--- src/rtl/core/minimum_spanning_tree_kruskal_assert.svh ---
// ---------------------------------------------------------------------------
// Assertion macros for the spanning tree block
// Clocked property checks, compiled out for synthesis.
// ---------------------------------------------------------------------------
`ifndef MINIMUM_SPANNING_TREE_KRUSKAL_ASSERT_SVH
`define MINIMUM_SPANNING_TREE_KRUSKAL_ASSERT_SVH
`ifndef SYNTHESIS
`define MSTK_CHECK(lbl, prop, msg) \
  lbl: assert property (@(posedge clk) disable iff (!rst_n) (prop)) else $error(msg);
`define MSTK_CHECK_ALWAYS(lbl, prop, msg) \
  lbl: assert property (@(posedge clk) (prop)) else $error(msg);
`else
`define MSTK_CHECK(lbl, prop, msg)
`define MSTK_CHECK_ALWAYS(lbl, prop, msg)
`endif
`endif

--- src/rtl/core/mstk_pkg.sv ---
// ---------------------------------------------------------------------------
// mstk_pkg
// Types and constants shared by the spanning tree block.
// ---------------------------------------------------------------------------
package mstk_pkg;

  localparam int MAX_VERTICES_DEF = 64;
  localparam int MAX_EDGES_DEF    = 256;
  localparam logic [6:0] VERTEX_COUNT_RST = 7'd64;

  typedef struct packed {
    logic [5:0]        src;
    logic [5:0]        dst;
    logic signed [15:0] wt;
  } edge_t;

  typedef struct packed {
    logic [5:0]         edge_source;
    logic [5:0]         edge_target;
    logic signed [15:0] edge_weight;
    logic               final_edge;
  } in_t;

  typedef struct packed {
    logic [5:0]         tree_source;
    logic [5:0]         tree_target;
    logic signed [15:0] tree_weight;
    logic [5:0]         tree_edge_count;
    logic               tree_valid;
    logic               store_overflow;
    logic               last_result;
  } out_t;

endpackage

--- src/rtl/core/mstk_sort_cell.sv ---
// ---------------------------------------------------------------------------
// mstk_sort_cell
// One slot of the sorted edge chain: inserts in weight order, shifts out.
// ---------------------------------------------------------------------------
module mstk_sort_cell import mstk_pkg::*; (
  input  logic  clk,
  input  logic  load_en,
  input  logic  shift_en,
  input  logic  slot_valid,
  input  edge_t new_edge,
  input  logic  prev_ins,
  input  edge_t prev_edge,
  input  edge_t next_edge,
  output logic  ins,
  output edge_t edge_q
);

  edge_t edge_r;
  edge_t edge_nxt;

  // strict compare keeps equal weights in arrival order
  assign ins = slot_valid && (new_edge.wt < edge_r.wt);

  always_comb begin
    edge_nxt = edge_r;
    if (shift_en) begin
      edge_nxt = next_edge;
    end else if (load_en && (ins || !slot_valid)) begin
      edge_nxt = prev_ins ? prev_edge : new_edge;
    end
  end

  always_ff @(posedge clk) begin
    edge_r <= edge_nxt;
  end

  assign edge_q = edge_r;

endmodule

--- config.mk ---
export PLATFORM = sky130hd
export DESIGN_NAME = mstk_sort_cell
export DESIGN_NICKNAME = d
export VERILOG_FILES = /design/src/rtl/core/minimum_spanning_tree_kruskal_assert.svh /design/src/rtl/core/mstk_pkg.sv /design/src/rtl/core/mstk_sort_cell.sv
export SDC_FILE = /design/constraint.sdc
export NUM_CORES = 1
export LEC_CHECK = 0
export ABC_AREA = 1
export BUFFER_PORTS_ARGS = -buffer_cell sky130_fd_sc_hd__buf_4
export CAP_MARGIN = 20
export CELL_PAD_IN_SITES_DETAIL_PLACEMENT = 0
export CELL_PAD_IN_SITES_GLOBAL_PLACEMENT = 1
export CORE_AREA = 3 3 86 88
export CTS_CLUSTER_DIAMETER = 50
export DETAILED_ROUTE_END_ITERATION = 7
export DIE_AREA = 0 0 89 91
export PLACE_DENSITY_LB_ADDON = 0.1
export SLEW_MARGIN = 25
export SYNTH_ARGS = -nofsm -noshare
export SYNTH_HDL_FRONTEND = slang
export SYNTH_SLANG_ARGS = --single-unit
--- constraint.sdc ---
create_clock -name clk -period 3.1 [get_ports clk]
set_input_delay 0.62 -clock clk [delete_from_list [all_inputs] [get_ports clk]]
set_output_delay 0.62 -clock clk [all_outputs]
set_load 0.02 [all_outputs]
---- Yosys cells after proc, flatten, opt, wreduce, memory -nomap -nowiden ----
Index checks and enable logic that the tools add are counted.
word-level totals
  flip-flop bits (word level) ............. 28
  word-level logic and storage cells ...... 12
  bits of input ports ..................... 89
operators by class
  multiplexer cells ....................... 3
  reduce and logical (&&, ||, !) cells .... 5
  magnitude comparators ................... 1
operator list
  kind                         number
  28-bit two-way mux           3
  16-bit less-than comparator  1
  1-bit logical AND            2
  2-bit nonzero test           1
  1-bit logical NOT            1
  1-bit logical OR             1

---- Logic depth before layout (Yosys ltp) ----
  word-level depth ........................ 6
  mapped depth ............................ 14
  gate-level depth less buffers ........... 14

---- Least setup slack after synthesis ----
OpenSTA, ideal clock, no wires.
  kind .................................... input to register
  start ................................... in new_edge[15] (netlist bit)
  end ..................................... reg edge_r (netlist bit edge_q[0]) (enable)
  path buffers ............................ 0
  slack ................................... 573 ps
  library setup time ...................... 385 ps
  arrival time ............................ 2142 ps
  stages .................................. 9
  data required time ...................... 2715 ps
  path through ............................ ha_1 > nand2_2 > nor2_1 > a21boi_2 > nor3_2 > nand3_1 > nand3_1 > nand2_1 > nand2_1
on the way
  word-level cells in the longest chain between the ends .. 5
RTL lines
  element                              RTL line              text
  start, declared                      mstk_sort_cell.sv:10  input edge_t new_edge,
  16-bit less-than comparator          mstk_sort_cell.sv:22  assign ins = slot_valid && (new_edge.wt < edge_r.wt);
  1-bit logical AND                    mstk_sort_cell.sv:22
  1-bit logical OR                     mstk_sort_cell.sv:28  end else if (load_en && (ins || !slot_valid)) begin
  1-bit logical AND                    mstk_sort_cell.sv:28
  2-bit nonzero test (no source line)  n/a
  end signal, assigned                 mstk_sort_cell.sv:34  edge_r <= edge_nxt;
  end, declared                        mstk_sort_cell.sv:18  edge_t edge_r;
No other way between the ends.
A chain may end at the register's enable or synchronous reset.

---- Final worst setup path ----
  start ................................... in new_edge[5] (netlist bit)
  end ..................................... out ins
on the way
  word-level cells in the longest chain between the ends .. 2
RTL lines
  element                      RTL line              text
  16-bit less-than comparator  mstk_sort_cell.sv:22
  1-bit logical AND            mstk_sort_cell.sv:22
  end, declared                mstk_sort_cell.sv:14  output logic ins,
No other way between the ends.

==> summary.txt <==
CP max-delay cell = sky130_fd_sc_hd__ha_1
count of buffers inserted at the top-level ports = 117
number of setup violations in the final report = 0
fin area = 2877 um^2
Total Routing Usage GR = 0.1434
worst reg2reg path startpoint = edge_q[5]
max-cap violation count = 0
Max Root-Sink Buffers = 2
ordered list of cells on the worst path = buf_4, ha_1, a21oi_1, nor2_1, nor3_2, nand2_1, nand2_1, nand3_1, a21boi_1, buf_4
worst hold path startpoint = next_edge[0]
relative slew slack = 0.6295
post-route clock period utilization = 0.8340
Residual DRC = 0
slew at the pin closest to its max-slew limit = 554.9 ps
hold_buf cts = 0
PD cells = 398.5 nW/um^2
CTS root buf = sky130_fd_sc_hd__clkbuf_8
detailed placer's ending HPWL = 4240 um
arrival time at the worst endpoint = 1970 ps
Crit. End Element = primary output
number of antenna violations at the first check in global routing = 0
total number of vias = 1899
Post-DRT Antenna Nets = 0
n_diodes = 0
via count of the first global-routing pass = 1957
sequential-to-total area share from yosys stat = 0.4562
worst slack at placement = 484.9 ps
IR drop worst, VDD = 0.0001324 V
Worst Setup SP = new_edge[5]
critical path fanouts, max = 2
layout filler cell count = 704
Rows = 30
maximum cell stage delay along the critical path = 300 ps
Post-CTS Repair Setup Buffers = 0
outcome = complete, no violations
Hold Path Class = primary input to register
overall overflow remaining after global route = 0
most frequent cells in the layout = sky130_fd_sc_hd__buf_4, sky130_fd_sc_hd__a21oi_1, sky130_fd_sc_hd__nand2_1
synthesized flop and latch total = 28
max-slew violations = 0
wire length of the first global-routing pass = 9094 um
number of nets in the finished design = 447
post-CTS clock slew at the launch and capture registers of the worst setup and hold paths = 100 ps
clock tree sinks = 28
width of the chip = 89 um
number of top-level design ports = 118
CP Buf/Inv Count = 2
Crit path depth = 10
reported leakage power = 1.429 nW
pin count of the biggest net entering global routing = 30
height of the die = 91 um
Final Skew = 6.973 ps
number of cells on the worst reg-to-reg path = 12
final critical-path required period = 2586 ps
max reg flops = 28
insertion delay of the later-clocked pin in the worst-skew pair = 280 ps
drt initial violations = 63
die area = 8099 um^2
Worst Setup Path Type = primary input to primary output
nets in the synthesized netlist = 333
total core area = 6719 um^2
count of synthesis-stage warnings from yosys = 0
WL per Instance = 13.68 um
initial standard-cell utilization of the core = 0.2743
most common library cell in the layout ignoring fill and taps = sky130_fd_sc_hd__buf_4
Final Hold Violating Endpoints = 0
placement-stage cell area = 2805 um^2
CTS tree = done
routability-driven placement congestion ratio = 0.7108
number of vias per cell after detailed routing = 4.500
RSZ-0062 raised after global routing = false
cts repair resizes = 0
average instance area after synthesis = 8.048 um^2
instance count along the most critical hold path = 3
cell total after placement = 418
non-filler cells, final = 422
total standard cell area after synthesis = 1843 um^2
Worst Slack Setup Final = 514.5 ps
number of buffers inserted during clock tree synthesis = 3
Pre-Repair DR Iteration Count = 3
post-synth cell types = 15
setup_tns = 0 ps
highest clock rate = 386.8 MHz
Worst setup SP type = primary input
critical path's top delay family = simple AND/OR/NAND/NOR gates
Crit path required time = 2480 ps
H-tree depth = 1
Gate Count Post-Synth = 229
area added between synthesis and finish = 56.08%
share of cells above drive strength 1 = 0.3830
detailed-route wire length = 5772 um
[worst register-to-register path: stages (launching register included)]
cell	delay (ps)
sky130_fd_sc_hd__edfxtp_1	400
sky130_fd_sc_hd__inv_1	70
sky130_fd_sc_hd__ha_1	230
sky130_fd_sc_hd__a21oi_1	160
sky130_fd_sc_hd__nor2_1	60
sky130_fd_sc_hd__nor3_2	100
sky130_fd_sc_hd__nand2_1	90
sky130_fd_sc_hd__nand2_1	80
sky130_fd_sc_hd__nand3_1	80
sky130_fd_sc_hd__nand3_1	90
sky130_fd_sc_hd__nand2_1	50
sky130_fd_sc_hd__nand2_1	270
sky130_fd_sc_hd__buf_12	210
[report_power, final]
part | internal, mW | total, mW | switching [mW]
Clock | 0.173 | 0.290 | 0.117
Sequential | 0.467 | 0.482 | 0.0157
Combinational | 0.181 | 0.374 | 0.193
[kinds of logic (layout without fill, tap and decap cells)]
family / after synthesis / after routing / share of synthesized area
AND/OR/NAND/NOR: 89 / 89 / 0.1921
AO/OA/AOI/OAI: 62 / 62 / 0.1731
buffers and inverters: 35 / 148 / 0.07672
flip-flops: 28 / 28 / 0.4562
adder cells (fa/ha/maj): 15 / 15 / 0.1018
[area by class of cell]
type	count	area, um^2	area share
well taps	80	100.1	0.03480
inverters	24	90.09	0.03132
clock inverters	1	30.03	0.01044
multi-input cells	166	860.8	0.2993
repair buffers	120	913.4	0.3175
clock buffers	3	41.29	0.01435
flip-flops and latches	28	840.8	0.2923
[per-stage QoR]
stage          power (mW)    util  hold WS [ps]
4_1_cts             1.170  0.4281         648.7
5_1_grt             1.221  0.4281         648.0
2_1_floorplan      0.6783       -         849.9
3_3_place_gp       0.8715  0.4175         946.2
6_report            1.146  0.4281         657.3
3_5_place_dp       0.8722  0.4175         946.4
[per-layer routing]
layer | up-vias | share of wire | track usage | routed length, um
li1 | 990 | - | - | -
met1 | 842 | 0.43 | 0.1773 | 2483
met4 | 0 | 0.0073 | 0.02605 | 42
met2 | 65 | 0.48 | 0.2457 | 2799
met3 | 2 | 0.077 | 0.04356 | 447
met5 | - | 0 | 0 | 0
[Yosys cell counts]
| library cell | number | area [um^2] |
|---|---|---|
| sky130_fd_sc_hd__edfxtp_1 | 28 | 840.8 |
| sky130_fd_sc_hd__nor3_1 | 1 | 5.000 |
| sky130_fd_sc_hd__ha_1 | 15 | 187.7 |
| sky130_fd_sc_hd__nand2_1 | 49 | 183.9 |
| sky130_fd_sc_hd__a21oi_1 | 60 | 300.3 |
| sky130_fd_sc_hd__a21boi_2 | 1 | 11.26 |
| sky130_fd_sc_hd__a21boi_1 | 1 | 7.510 |
| sky130_fd_sc_hd__buf_2 | 8 | 40.04 |
| sky130_fd_sc_hd__nor2_1 | 33 | 123.9 |
| sky130_fd_sc_hd__clkbuf_1 | 3 | 11.26 |
| sky130_fd_sc_hd__nor3_2 | 2 | 20.02 |
| sky130_fd_sc_hd__nand3_1 | 3 | 15.01 |
| sky130_fd_sc_hd__nand2_2 | 1 | 6.260 |
| sky130_fd_sc_hd__inv_1 | 21 | 78.83 |
| sky130_fd_sc_hd__inv_2 | 3 | 11.26 |
[worst paths after layout]
kind	endpoint	slack, ps
max	ins	510
max reg2reg	edge_q[5]	920
min	edge_q[0]	660
min reg2reg	edge_q[15]	1290
No activity file was read; power rests on OpenSTA's default activity.
