### src/rtl/core/minimum_spanning_tree_kruskal_assert.svh
// ---------------------------------------------------------------------------
// Assertion macros for the spanning tree block
// Clocked property checks, compiled out for synthesis.
// ---------------------------------------------------------------------------
`ifndef MINIMUM_SPANNING_TREE_KRUSKAL_ASSERT_SVH
`define MINIMUM_SPANNING_TREE_KRUSKAL_ASSERT_SVH
`ifndef SYNTHESIS
`define MSTK_CHECK(lbl, prop, msg) \
  lbl: assert property (@(posedge clk) disable iff (!rst_n) (prop)) else $error(msg);
`define MSTK_CHECK_ALWAYS(lbl, prop, msg) \
  lbl: assert property (@(posedge clk) (prop)) else $error(msg);
`else
`define MSTK_CHECK(lbl, prop, msg)
`define MSTK_CHECK_ALWAYS(lbl, prop, msg)
`endif
`endif

### src/rtl/core/mstk_pkg.sv
// ---------------------------------------------------------------------------
// mstk_pkg
// Types and constants shared by the spanning tree block.
// ---------------------------------------------------------------------------
package mstk_pkg;

  localparam int MAX_VERTICES_DEF = 64;
  localparam int MAX_EDGES_DEF    = 256;
  localparam logic [6:0] VERTEX_COUNT_RST = 7'd64;

  typedef struct packed {
    logic [5:0]        src;
    logic [5:0]        dst;
    logic signed [15:0] wt;
  } edge_t;

  typedef struct packed {
    logic [5:0]         edge_source;
    logic [5:0]         edge_target;
    logic signed [15:0] edge_weight;
    logic               final_edge;
  } in_t;

  typedef struct packed {
    logic [5:0]         tree_source;
    logic [5:0]         tree_target;
    logic signed [15:0] tree_weight;
    logic [5:0]         tree_edge_count;
    logic               tree_valid;
    logic               store_overflow;
    logic               last_result;
  } out_t;

endpackage

### src/rtl/core/mstk_vertex_cell.sv
// ---------------------------------------------------------------------------
// mstk_vertex_cell
// Component label of one vertex, relabeled when two components merge.
// ---------------------------------------------------------------------------
module mstk_vertex_cell import mstk_pkg::*; #(
  parameter int VW  = 6,
  parameter int IDX = 0
) (
  input  logic          clk,
  input  logic          init,
  input  logic          merge,
  input  logic [VW-1:0] from_label,
  input  logic [VW-1:0] to_label,
  output logic [VW-1:0] label_q
);

  logic [VW-1:0] label_r;
  logic [VW-1:0] label_nxt;

  always_comb begin
    label_nxt = label_r;
    if (init) begin
      label_nxt = VW'(IDX);
    end else if (merge && (label_r == from_label)) begin
      label_nxt = to_label;
    end
  end

  always_ff @(posedge clk) begin
    label_r <= label_nxt;
  end

  assign label_q = label_r;

endmodule

### config.mk
export PLATFORM = sky130hd
export DESIGN_NAME = mstk_vertex_cell
export DESIGN_NICKNAME = d
export VERILOG_FILES = /design/src/rtl/core/minimum_spanning_tree_kruskal_assert.svh /design/src/rtl/core/mstk_pkg.sv /design/src/rtl/core/mstk_vertex_cell.sv
export SDC_FILE = /design/constraint.sdc
export NUM_CORES = 1
export LEC_CHECK = 0
export BUFFER_PORTS_ARGS = -buffer_cell sky130_fd_sc_hd__buf_2
export CORE_AREA = 2 2 39 41
export CTS_CLUSTER_SIZE = 8
export DETAILED_ROUTE_END_ITERATION = 10
export DIE_AREA = 0 0 41 43
export PLACE_DENSITY = 0.57
export SYNTH_ARGS = -nofsm -noshare
export SYNTH_HDL_FRONTEND = slang
export SYNTH_SLANG_ARGS = --single-unit
### constraint.sdc
create_clock -name clk -period 1.4 [get_ports clk]
set_clock_uncertainty 0.05 [all_clocks]
set_input_delay 0.14 -clock clk [delete_from_list [all_inputs] [get_ports clk]]
set_output_delay 0.14 -clock clk [all_outputs]
set_load 0.005 [all_outputs]
# Word-level counts from Yosys, hierarchy flattened
# Cells that the tools add are included.
dict set report totals {
  reg_bits 6
  input_bits 15
  out_inout_bits 6
  word_cells 3
}
dict set report op_classes {
  n_eq_ne 1
  n_reduce_logical 1
}
# operator count
set ops {}
lappend ops {{6-bit equality test} 1}
lappend ops {{1-bit logical AND} 1}

# Depth between registers and ports, before layout
# Gate-level depths: netlist of the first run.
dict set report depth {
  ltp_word 2
  mapped_depth 4
  ltp_nobuf 4
}

# Worst setup path before layout of the first run
# Ideal clock, no wire load.
dict set report synth_timing {
  kind {register to register}
  start {reg label_r[3] (netlist: label_q[3])}
  end {reg label_r[0] (netlist: label_q[0])}
  setup_time_ns 0.072
  arrival_ns 1.201
  t_required_ns 1.278
  path_slack_ns 0.077
  stages_incl_launch_ff 4
  path_buffers 0
  period_less_slack_ns 1.323
  cell_sequence {dfxtp_1 xor2_1 nor4_4 mux2i_1}
}
dict set report synth_via {
  elab_chain_cells 2
}
# item line
set synth_rtl {}
lappend synth_rtl {{start: declaration} mstk_vertex_cell.sv:17} ;# logic [VW-1:0] label_r;
lappend synth_rtl {{start signal: assignment} mstk_vertex_cell.sv:30} ;# label_r <= label_nxt;
lappend synth_rtl {{6-bit equality test} mstk_vertex_cell.sv:24} ;# end else if (merge && (label_r == from_label)) begin
lappend synth_rtl {{1-bit logical AND} mstk_vertex_cell.sv:24}
# Every way passes these cells.
# A chain may end at the register's enable or synchronous reset.

# Worst setup path after layout of the first run
# Same ends and word-level chain as after synthesis.

==> run metrics, run 1 <==
status=finished, final reports clean; Slew headroom=roughly 82%; wire per inst=approximately 10 um; Bufs on Longest Clock Path=2; die height=43 um; Root Buffer=clkbuf_4; CP Cell Sequence=xor2_1, nor4_4, buf_4, mux2i_1; Starting Density=between 20% and 30%; Skew-Pair Late Insertion Delay=0.24 ns; RSZ-0062 raised after global routing=true; Max Freq=~770 MHz; largest family of logic cells by synthesized area=simple AND/OR/NAND/NOR gates; Crit path largest cell delay=0.32 ns; Synth Instances=33; Crit path required time=1.51 ns; H-tree Lvls=1; layout cells sized above 1=about half; Mapped Area=344 um^2; Nets=between 70 and 80; Peak VDD IR=between 0.0002 and 0.00025 V; Antenna diodes=0; vias in the first global route=between 200 and 300; Static Leakage=around 0.23 nW; num rows=14; fin area=slightly above 500 um^2; Detailed Routing Iterations Pass 1=1; cts hold-fix bufs=0; post-synthesis sequential area ratio=between 30% and 40%; Worst path slowest cell=dfxtp_1; via count=slightly below 300; Port Buf Inserts=20; adder-cell share of the synthesized area=0%; YS warnings=0; total core area=about 0.0014 mm^2; initial drt markers=0; Setup CP Type=flop to flop; internal power=296 uW; sequential cell area=123 um^2; setup violators final=0; CP Buf/Inv Count=1; Non-Filler Instances=73; CP startpoint kind=flop; Die ar.=between 0.0015 and 0.002 mm^2; post-DP HPWL=slightly above 600 um; Routed Antenna Nets=0; top-level I/O count=21; max cap viols=0; Final Wtd Congestion=0.641; Synth Area in XOR/XNOR=15.3%; Comb pwr share=12.7%; max reg flops=6; Pwr Density=between 700 and 800 mW/mm^2; cts repair resizes=0; Syn Area/Cell=~10 um^2; Top delay family on crit path=flip-flops; cell total after placement=70; first-pass GRT wire length=roughly 1100 um; Setup crit end kind=flop; post-route clock period utilization=a little over 90%; Layout area overhead=47.6%; Psw=around 77 uW; syn nets=48; initial antenna violation count=0; postcts setup bufs=0; Pins Over Slew Limit=0; Synth cell types=9; area of the multi-input gates=~230 um^2; final WL=727 um; CTS sink count=6; clock power share=between 40% and 50%; chip width=41 um; Hold Path Class=input pin to flop; Sw Share=about a fifth; #FFs+latches synth=6; CTS Buf Count=3; largest net degree at the start of global routing=13; dpl cell area=roughly 480 um^2; Simple-Gate Fraction of Synth Area=roughly 31%; number of remaining DRC errors=0; TritonCTS clock tree=built; Synth Area in Compound Gates=0%; GR Overflow Total=0; crit path DAT=around 1.4 ns; minimum clock period=1.30 ns; sequential power share=between 40% and 50%; Worst Path Max Fanout=4; final number of hold-violating endpoints=0; vias per inst=roughly 4.1; gr usage total=9.85%; Clock Pin Slew Worst Setup and Hold Paths=~0.04 ns; mux contribution to synthesized area=between 10% and 20%; flop-to-flop setup slack=about 0.10 ns; worst-margin pin slew=approximately 0.26 ns; Fillers=approximately 160
## placed cells by master (no fill, tap or decap)
cell      Yosys  layout
xnor2_1       3       2
xnor2_2       0       1
buf_4         0       2
mux2i_1       6       6
or2b_1        4       4
nand2b_1      8       8
xor2_1        3       3
buf_2         0      20
dfxtp_2       0       2
dfxtp_1       6       4
nand4_1       1       1
clkbuf_4      0       3
nor4_4        1       1
## stage by stage
step	setup TNS [ns]	hold slack [ns]	setup WS, ns	utilization, %	power (mW)
after global routing	-0.0112	0.116	-0.0112	36.7	0.398
after global placement	0	0.358	0.121	34.4	0.222
after floorplan	0	0.245	0.0769	-	0.198
final	0	0.104	0.104	36.7	0.373
after CTS	0	0.105	0.0710	36.0	0.384
after detailed placement	0	0.365	0.0965	34.4	0.223
## routing by layer
layer | part of all wire [%] | routed length, um | track usage, %
met4 | 0 | 0 | 8.00
met3 | 12 | 85 | 4.71
met1 | 45 | 326 | 10.3
met2 | 43 | 316 | 14.1
met5 | 0 | 0 | 0
## cells by family (layout without fill, tap and decap cells)
family / count (synthesis) / after routing
DFF: 6 / 6
xor gates and xnor gates: 6 / 6
buffers and inverters: 1 / 25
muxes: 6 / 6
and+or+nand+nor: 14 / 14
## path summary, 6_finish.rpt
path	startpoint	endpoint	cells past startpoint
worst max-delay path	label_q[3]$_SDFFE_PP0P_	label_q[0]$_SDFFE_PP0P_	4
worst min-delay path	to_label[5]	label_q[5]$_SDFFE_PP0P_	3
worst max register to register	label_q[3]$_SDFFE_PP0P_	label_q[0]$_SDFFE_PP0P_	4
worst min register to register	label_q[2]$_SDFFE_PP0P_	label_q[2]$_SDFFE_PP0P_	2
## Yosys cell counts
library cell | count | area, um^2
nand4_1 | 1 | 6.26
xnor2_1 | 3 | 26.3
dfxtp_1 | 6 | 120
or2b_1 | 4 | 30.0
clkbuf_1 | 1 | 3.75
nor4_4 | 1 | 21.3
xor2_1 | 3 | 26.3
nand2b_1 | 8 | 50.1
mux2i_1 | 6 | 60.1
## power by group through the flow
stage,clock [mW],combinational [mW],sequential (mW)
after floorplan,0,0.0218,0.176
after detailed placement,0,0.0469,0.176
final,0.153,0.0474,0.173
after global routing,0.174,0.0520,0.173
after CTS,0.164,0.0470,0.173
after global placement,0,0.0461,0.176
## worst min-delay path: cells and delay by family
family                 cells  cell delay [ns]
AND/OR/NAND/NOR            1             0.05
buffers and inverters      1             0.10
multiplexers               1             0.06
## final cells by class
class	count	area share, %
Timing Repair Buffer	22	22.7
Clock buffer	3	4.43
Tap cell	16	3.94
Multi-Input combinational cell	26	44.8
Sequential cell	6	24.1
Note: power is estimated with default switching activity, not from simulation.
==> run 2: changes to the inputs <==
Settings changed: CELL_PAD_IN_SITES_DETAIL_PLACEMENT set to 0, CELL_PAD_IN_SITES_GLOBAL_PLACEMENT set to 2, CORE_AREA 2 2 39 41 to not set, CORE_MARGIN set to 2, CORE_UTILIZATION set to 19, DIE_AREA 0 0 41 43 to not set, PLACE_DENSITY 0.57 to 0.7.
==> run 2 against run 1 <==
Clock power about the same. First-iteration DRC count up 1. Critical path depth up 1. Combinational power down 1%. Sequential power about the same. Routed wire length up 6.5%. Worst setup slack worse by 0.040 ns. Sequential share of layout area down 0.34 points. Utilization down 6.2 points. Via count up 1.0%. Worst hold slack worse by 0.0039 ns. Largest cell class unchanged.
==> run metrics, run 2 (synthesis gave the netlist of run 1 again) <==
wire per inst=9.44 um (-5.2%); Psw=78.0 uW (+1.2%); Antenna diodes=0 (unchanged); Skew-Pair Late Insertion Delay=0.24 ns (about the same); Peak VDD IR=0.000200 V (-19%); layout cells sized above 1=52.6% (+1.8 points); post-DP HPWL=643 um (+3.7%); vias in the first global route=273 (-1.1%); chip width=46.6 um (+14%); Nets=74 (unchanged); Clock Pin Slew Worst Setup and Hold Paths=0.05 ns (about the same); crit path DAT=1.44 ns (+0.04 ns); minimum clock period=1.34 ns (+0.0396 ns); Starting Density=20.1% (-4.7 points); Final Wtd Congestion=0.585 (-8.6%); Sw Share=20.9% (+0.19 points); Non-Filler Instances=82 (+12%); internal power=296 uW (about the same); Worst Path Max Fanout=4 (unchanged); initial antenna violation count=0 (unchanged); largest net degree at the start of global routing=13 (unchanged); initial drt markers=1 (+1); Routed Antenna Nets=0 (unchanged); final WL=774 um (+6.5%); num rows=15 (+1); die height=46.6 um (+8.3%); max reg flops=6 (unchanged); Max Freq=749 MHz (-3.0%); total power=374 uW (+0.24%); final number of hold-violating endpoints=0 (unchanged); Crit path required time=1.51 ns (about the same); post-route clock period utilization=95.4% (+2.8 points); commonest non-fill, non-tap cell in the layout=buf_2; vias per inst=3.66 (-10%); sequential power share=46.2% (about the same); status=finished, final reports clean; first-pass GRT wire length=1120 um (+3.8%); TritonCTS clock tree=built; CTS sink count=6 (unchanged); gr usage total=7.88% (-2.0 points); top-level I/O count=21 (unchanged); Comb pwr share=12.5% (-0.2 points); Fillers=189 (+22%); Layout area overhead=51.3%; clock power share=41.3% (+0.3 points); Final Core Density=30.5% (-6.2 points); GR Overflow Total=0 (unchanged); cell total after placement=79 (+13%); Bufs on Longest Clock Path=2 (unchanged); Setup CP Type=flop to flop; cts hold-fix bufs=0 (unchanged); total core area=0.00171 mm^2 (+23%); max cap viols=0 (unchanged); CTS Buf Count=3 (unchanged); Setup crit end kind=flop; H-tree Lvls=1 (unchanged); WHS=0.0997 ns (-0.00388 ns); Pins Over Slew Limit=0 (unchanged); via count=300 (+1.0%); Root Buffer=clkbuf_4; Detailed Routing Iterations Pass 1=4 (+3); Static Leakage=0.231 nW (+0.22%); setup violators final=0 (unchanged); Port Buf Inserts=20 (unchanged); Die ar.=0.00217 mm^2 (+23%); Pwr Density=719 mW/mm^2 (-2.2%); CP startpoint kind=flop; number of remaining DRC errors=0 (unchanged); Slew headroom=83.2% (+0.83 points); Hold Path Class=input pin to flop; worst-margin pin slew=0.251 ns (-0.0125 ns); commonest non-fill, non-tap cells in the layout=20 x buf_2, 8 x nand2b_1, 6 x mux2i_1; RSZ-0062 raised after global routing=true
-- run 2: worst max-delay path, stage by stage (launching register included) --
cell     delay (ns)
dfxtp_2        0.32
xnor2_1        0.15
nand4_1        0.17
nor4_4         0.19
buf_4          0.19
mux2i_1        0.18
-- run 2: power by group through the flow --
stage	logic, mW	clock network, mW	registers [mW]
6_report	0.0469	0.154	0.173
4_1_cts	0.0464	0.165	0.173
2_1_floorplan	0.0218	0	0.176
3_3_place_gp	0.0469	0	0.176
5_1_grt	0.0517	0.171	0.173
3_5_place_dp	0.0461	0	0.176
-- run 2: timing repair --
item | 4_1_cts | 5_1_grt
setup buffers | 0 | 0
setup endpoints to repair | 0 | 5
resized for setup | 0 | 4
-- run 2: path summary, 6_finish.rpt --
path                            from                 endpoint  slack, ns  cells after the start
min reg2reg  label_q[2]$_SDFFE_PP0P_  label_q[2]$_SDFFE_PP0P_       0.45                      2
max reg2reg  label_q[5]$_SDFFE_PP0P_  label_q[4]$_SDFFE_PP0P_       0.06                      5
max          label_q[5]$_SDFFE_PP0P_  label_q[4]$_SDFFE_PP0P_       0.06                      5
min                      to_label[5]  label_q[5]$_SDFFE_PP0P_        0.1                      3
-- run 2: cell type report --
type,count,area (um^2),area share [%]
clock buffer,3,22.5,4.33
multi-input combinational,26,228,43.7
sequential,6,124,23.8
tap,25,31.3,6.01
timing repair buffer,22,115,22.1
-- run 2: metrics by stage --
stage,setup WS [ns],setup TNS [ns],instance area (um^2)
after detailed placement,0.0584,0,487
after global routing,-0.0288,-0.0436,520
after CTS,0.0357,0,509
final,0.0644,0,520
after floorplan,0.0769,0,344
after global placement,0.130,0,487
-- run 2: per-layer routing --
| metal | vias to the layer above | track usage, % | wire, um |
|---|---|---|---|
| li1 | 158 | - | - |
| met1 | 125 | 8.82 | 370 |
| met2 | 15 | 11.7 | 319 |
| met3 | 2 | 2.75 | 77 |
| met4 | 0 | 6.86 | 8 |
| met5 | - | 0 | 0 |
==> run 3: changes to the inputs <==
Settings changed: CTS_CLUSTER_SIZE 8 to not set.
Clock period 1.4 ns to 1.1 ns, I/O delays scaled along.
==> run 3 against run 2 <==
The flow now finishes with violations (negative setup slack). Total power increased by 27%. Clock power increased by 25%. Sequential share of layout area decreased by 2.0 points. Global-route usage increased by 0.98 points. Sequential cell count unchanged. Sequential power increased by 27%. Combinational power increased by 32%. Critical path type unchanged. Largest power group unchanged.
==> run metrics, run 3 (synthesis gave the netlist of run 1 again) <==
H-tree Lvls=1 (unchanged); Clock Pin Slew Worst Setup and Hold Paths=0.04 ns (about the same); vias in the first global route=327 (+20%); Non-Filler Instances=89 (+8.5%); Final Wtd Congestion=0.660 (+13%); initial antenna violation count=0 (unchanged); wire per inst=8.76 um (-7.2%); CP Cell Sequence=xnor2_1, nand4_1, nor4_4, buf_4, mux2i_1; cell total after placement=84 (+6.3%); total core area=0.00171 mm^2 (unchanged); cts hold-fix bufs=0 (unchanged); Crit path required time=1.21 ns (-0.30 ns); Hold Path Class=input pin to flop; largest net degree at the start of global routing=13 (unchanged); post-route clock period utilization=119% (+24 points); Pwr Density=825 mW/mm^2 (+15%); status=complete, but fails checks; final WL=780 um (+0.78%); Skew-Pair Late Insertion Delay=0.24 ns (about the same); Static Leakage=0.263 nW (+14%); Starting Density=20.1% (unchanged); Routed Antenna Nets=0 (unchanged); max reg flops=6 (unchanged); Final Core Density=33.6% (+3.2 points); Root Buffer=clkbuf_4; Worst path slowest cell=dfxtp_2; Peak VDD IR=0.000235 V (+17%); Antenna diodes=0 (unchanged); Crit path largest cell delay=0.32 ns (about the same); Worst Path Max Fanout=3 (-1); top-level I/O count=21 (unchanged); Port Buf Inserts=20 (unchanged); final number of hold-violating endpoints=0 (unchanged); first-pass GRT wire length=1270 um (+13%); die height=46.6 um (unchanged); Setup CP Type=flop to flop; TritonCTS clock tree=built; R2R depth=5 (unchanged); minimum clock period=1.31 ns (-0.0264 ns); Die ar.=0.00217 mm^2 (unchanged); vias per inst=3.66 (+0.12%); initial drt markers=0 (-1); Final WS setup=-0.209 ns (-0.274 ns); CP startpoint kind=flop; fin area=574 um^2 (+10%); worst-margin pin slew=0.262 ns (+0.0115 ns); max cap viols=0 (unchanged); gr usage total=8.86% (+0.98 points); chip width=46.6 um (unchanged); hold-critical path depth=3 (unchanged); commonest non-fill, non-tap cell in the layout=buf_2; num rows=15 (unchanged); CTS Buf Count=3 (unchanged); Pins Over Slew Limit=0 (unchanged); total power=474 uW (+27%); Layout area overhead=66.9%; RSZ-0062 raised after global routing=true; Nets=81 (+9.5%); failing checks=negative setup slack; cts repair resizes=0 (unchanged); Setup crit end kind=flop; via count=326 (+8.7%); setup violators final=6 (+6); number of remaining DRC errors=0 (unchanged); layout cells sized above 1=59.4% (+6.7 points); GR Overflow Total=0 (unchanged); Slew headroom=82.5% (-0.77 points); Detailed Routing Iterations Pass 1=1 (-3); commonest non-fill, non-tap cells in the layout=20 x buf_2, 9 x buf_4, 8 x nand2b_1; Max Freq=764 MHz (+2.0%); CTS sink count=6 (unchanged); dpl cell area=537 um^2 (+10%); Bufs on Longest Clock Path=2 (unchanged); crit path DAT=1.42 ns (-0.02 ns)
-- run 3: cell count changes in the layout (fill, tap and decap cells not counted) --
cell     before  now
dfxtp_1       3    2
xor2_1        3    2
xor2_2        0    1
xnor2_1       2    3
buf_4         2    9
xnor2_2       1    0
dfxtp_2       3    4
-- run 3: critical path: cells and delay by family, from the launching register on --
kind,cells,cell delay (ns)
buffers and inverters,1,0.18
multiplexers,1,0.17
flip-flops,1,0.32
XOR/XNOR,1,0.15
AND/OR/NAND/NOR,2,0.38
-- run 3: per-layer routing --
layer	track usage [%]	routed length, um
met1	9.11	364
met4	6.86	8
met2	13.9	325
met3	3.92	82
met5	0	0
-- run 3: where the power goes --
group,switching (mW),internal [mW]
Clock,0.0695,0.123
Combinational,0.0260,0.0357
Sequential,0.000658,0.219
Total,0.0961,0.378
-- run 3: stage by stage --
step           TNS [ns]  setup slack (ns)  hold WS [ns]
2_1_floorplan     -1.24            -0.208         0.207
3_5_place_dp      -1.29            -0.224         0.330
5_1_grt           -1.84            -0.328        0.0751
3_3_place_gp      -1.06            -0.185         0.324
6_report          -1.21            -0.209        0.0793
4_1_cts           -1.31            -0.228        0.0774
-- run 3: repair_timing --
item,CTS,global route
setup endpoints to repair,6,6
buffers inserted,2,0
hold endpoints to repair,0,0
-- run 3: final timing paths --
check	startpoint	endpoint	slack, ns
worst min register to register	label_q[2]$_SDFFE_PP0P_	label_q[2]$_SDFFE_PP0P_	0.55
worst min-delay path	to_label[4]	label_q[4]$_SDFFE_PP0P_	0.08
worst max-delay path	label_q[4]$_SDFFE_PP0P_	label_q[0]$_SDFFE_PP0P_	-0.21
worst max register to register	label_q[4]$_SDFFE_PP0P_	label_q[0]$_SDFFE_PP0P_	-0.21
-- run 3: area by class of cell --
class	instances	area, um^2
repair buffers	29	168
fillers	187	1130
well taps	25	31.3
clock buffers	3	22.5
flip-flops and latches	6	125
multi-input cells	26	228
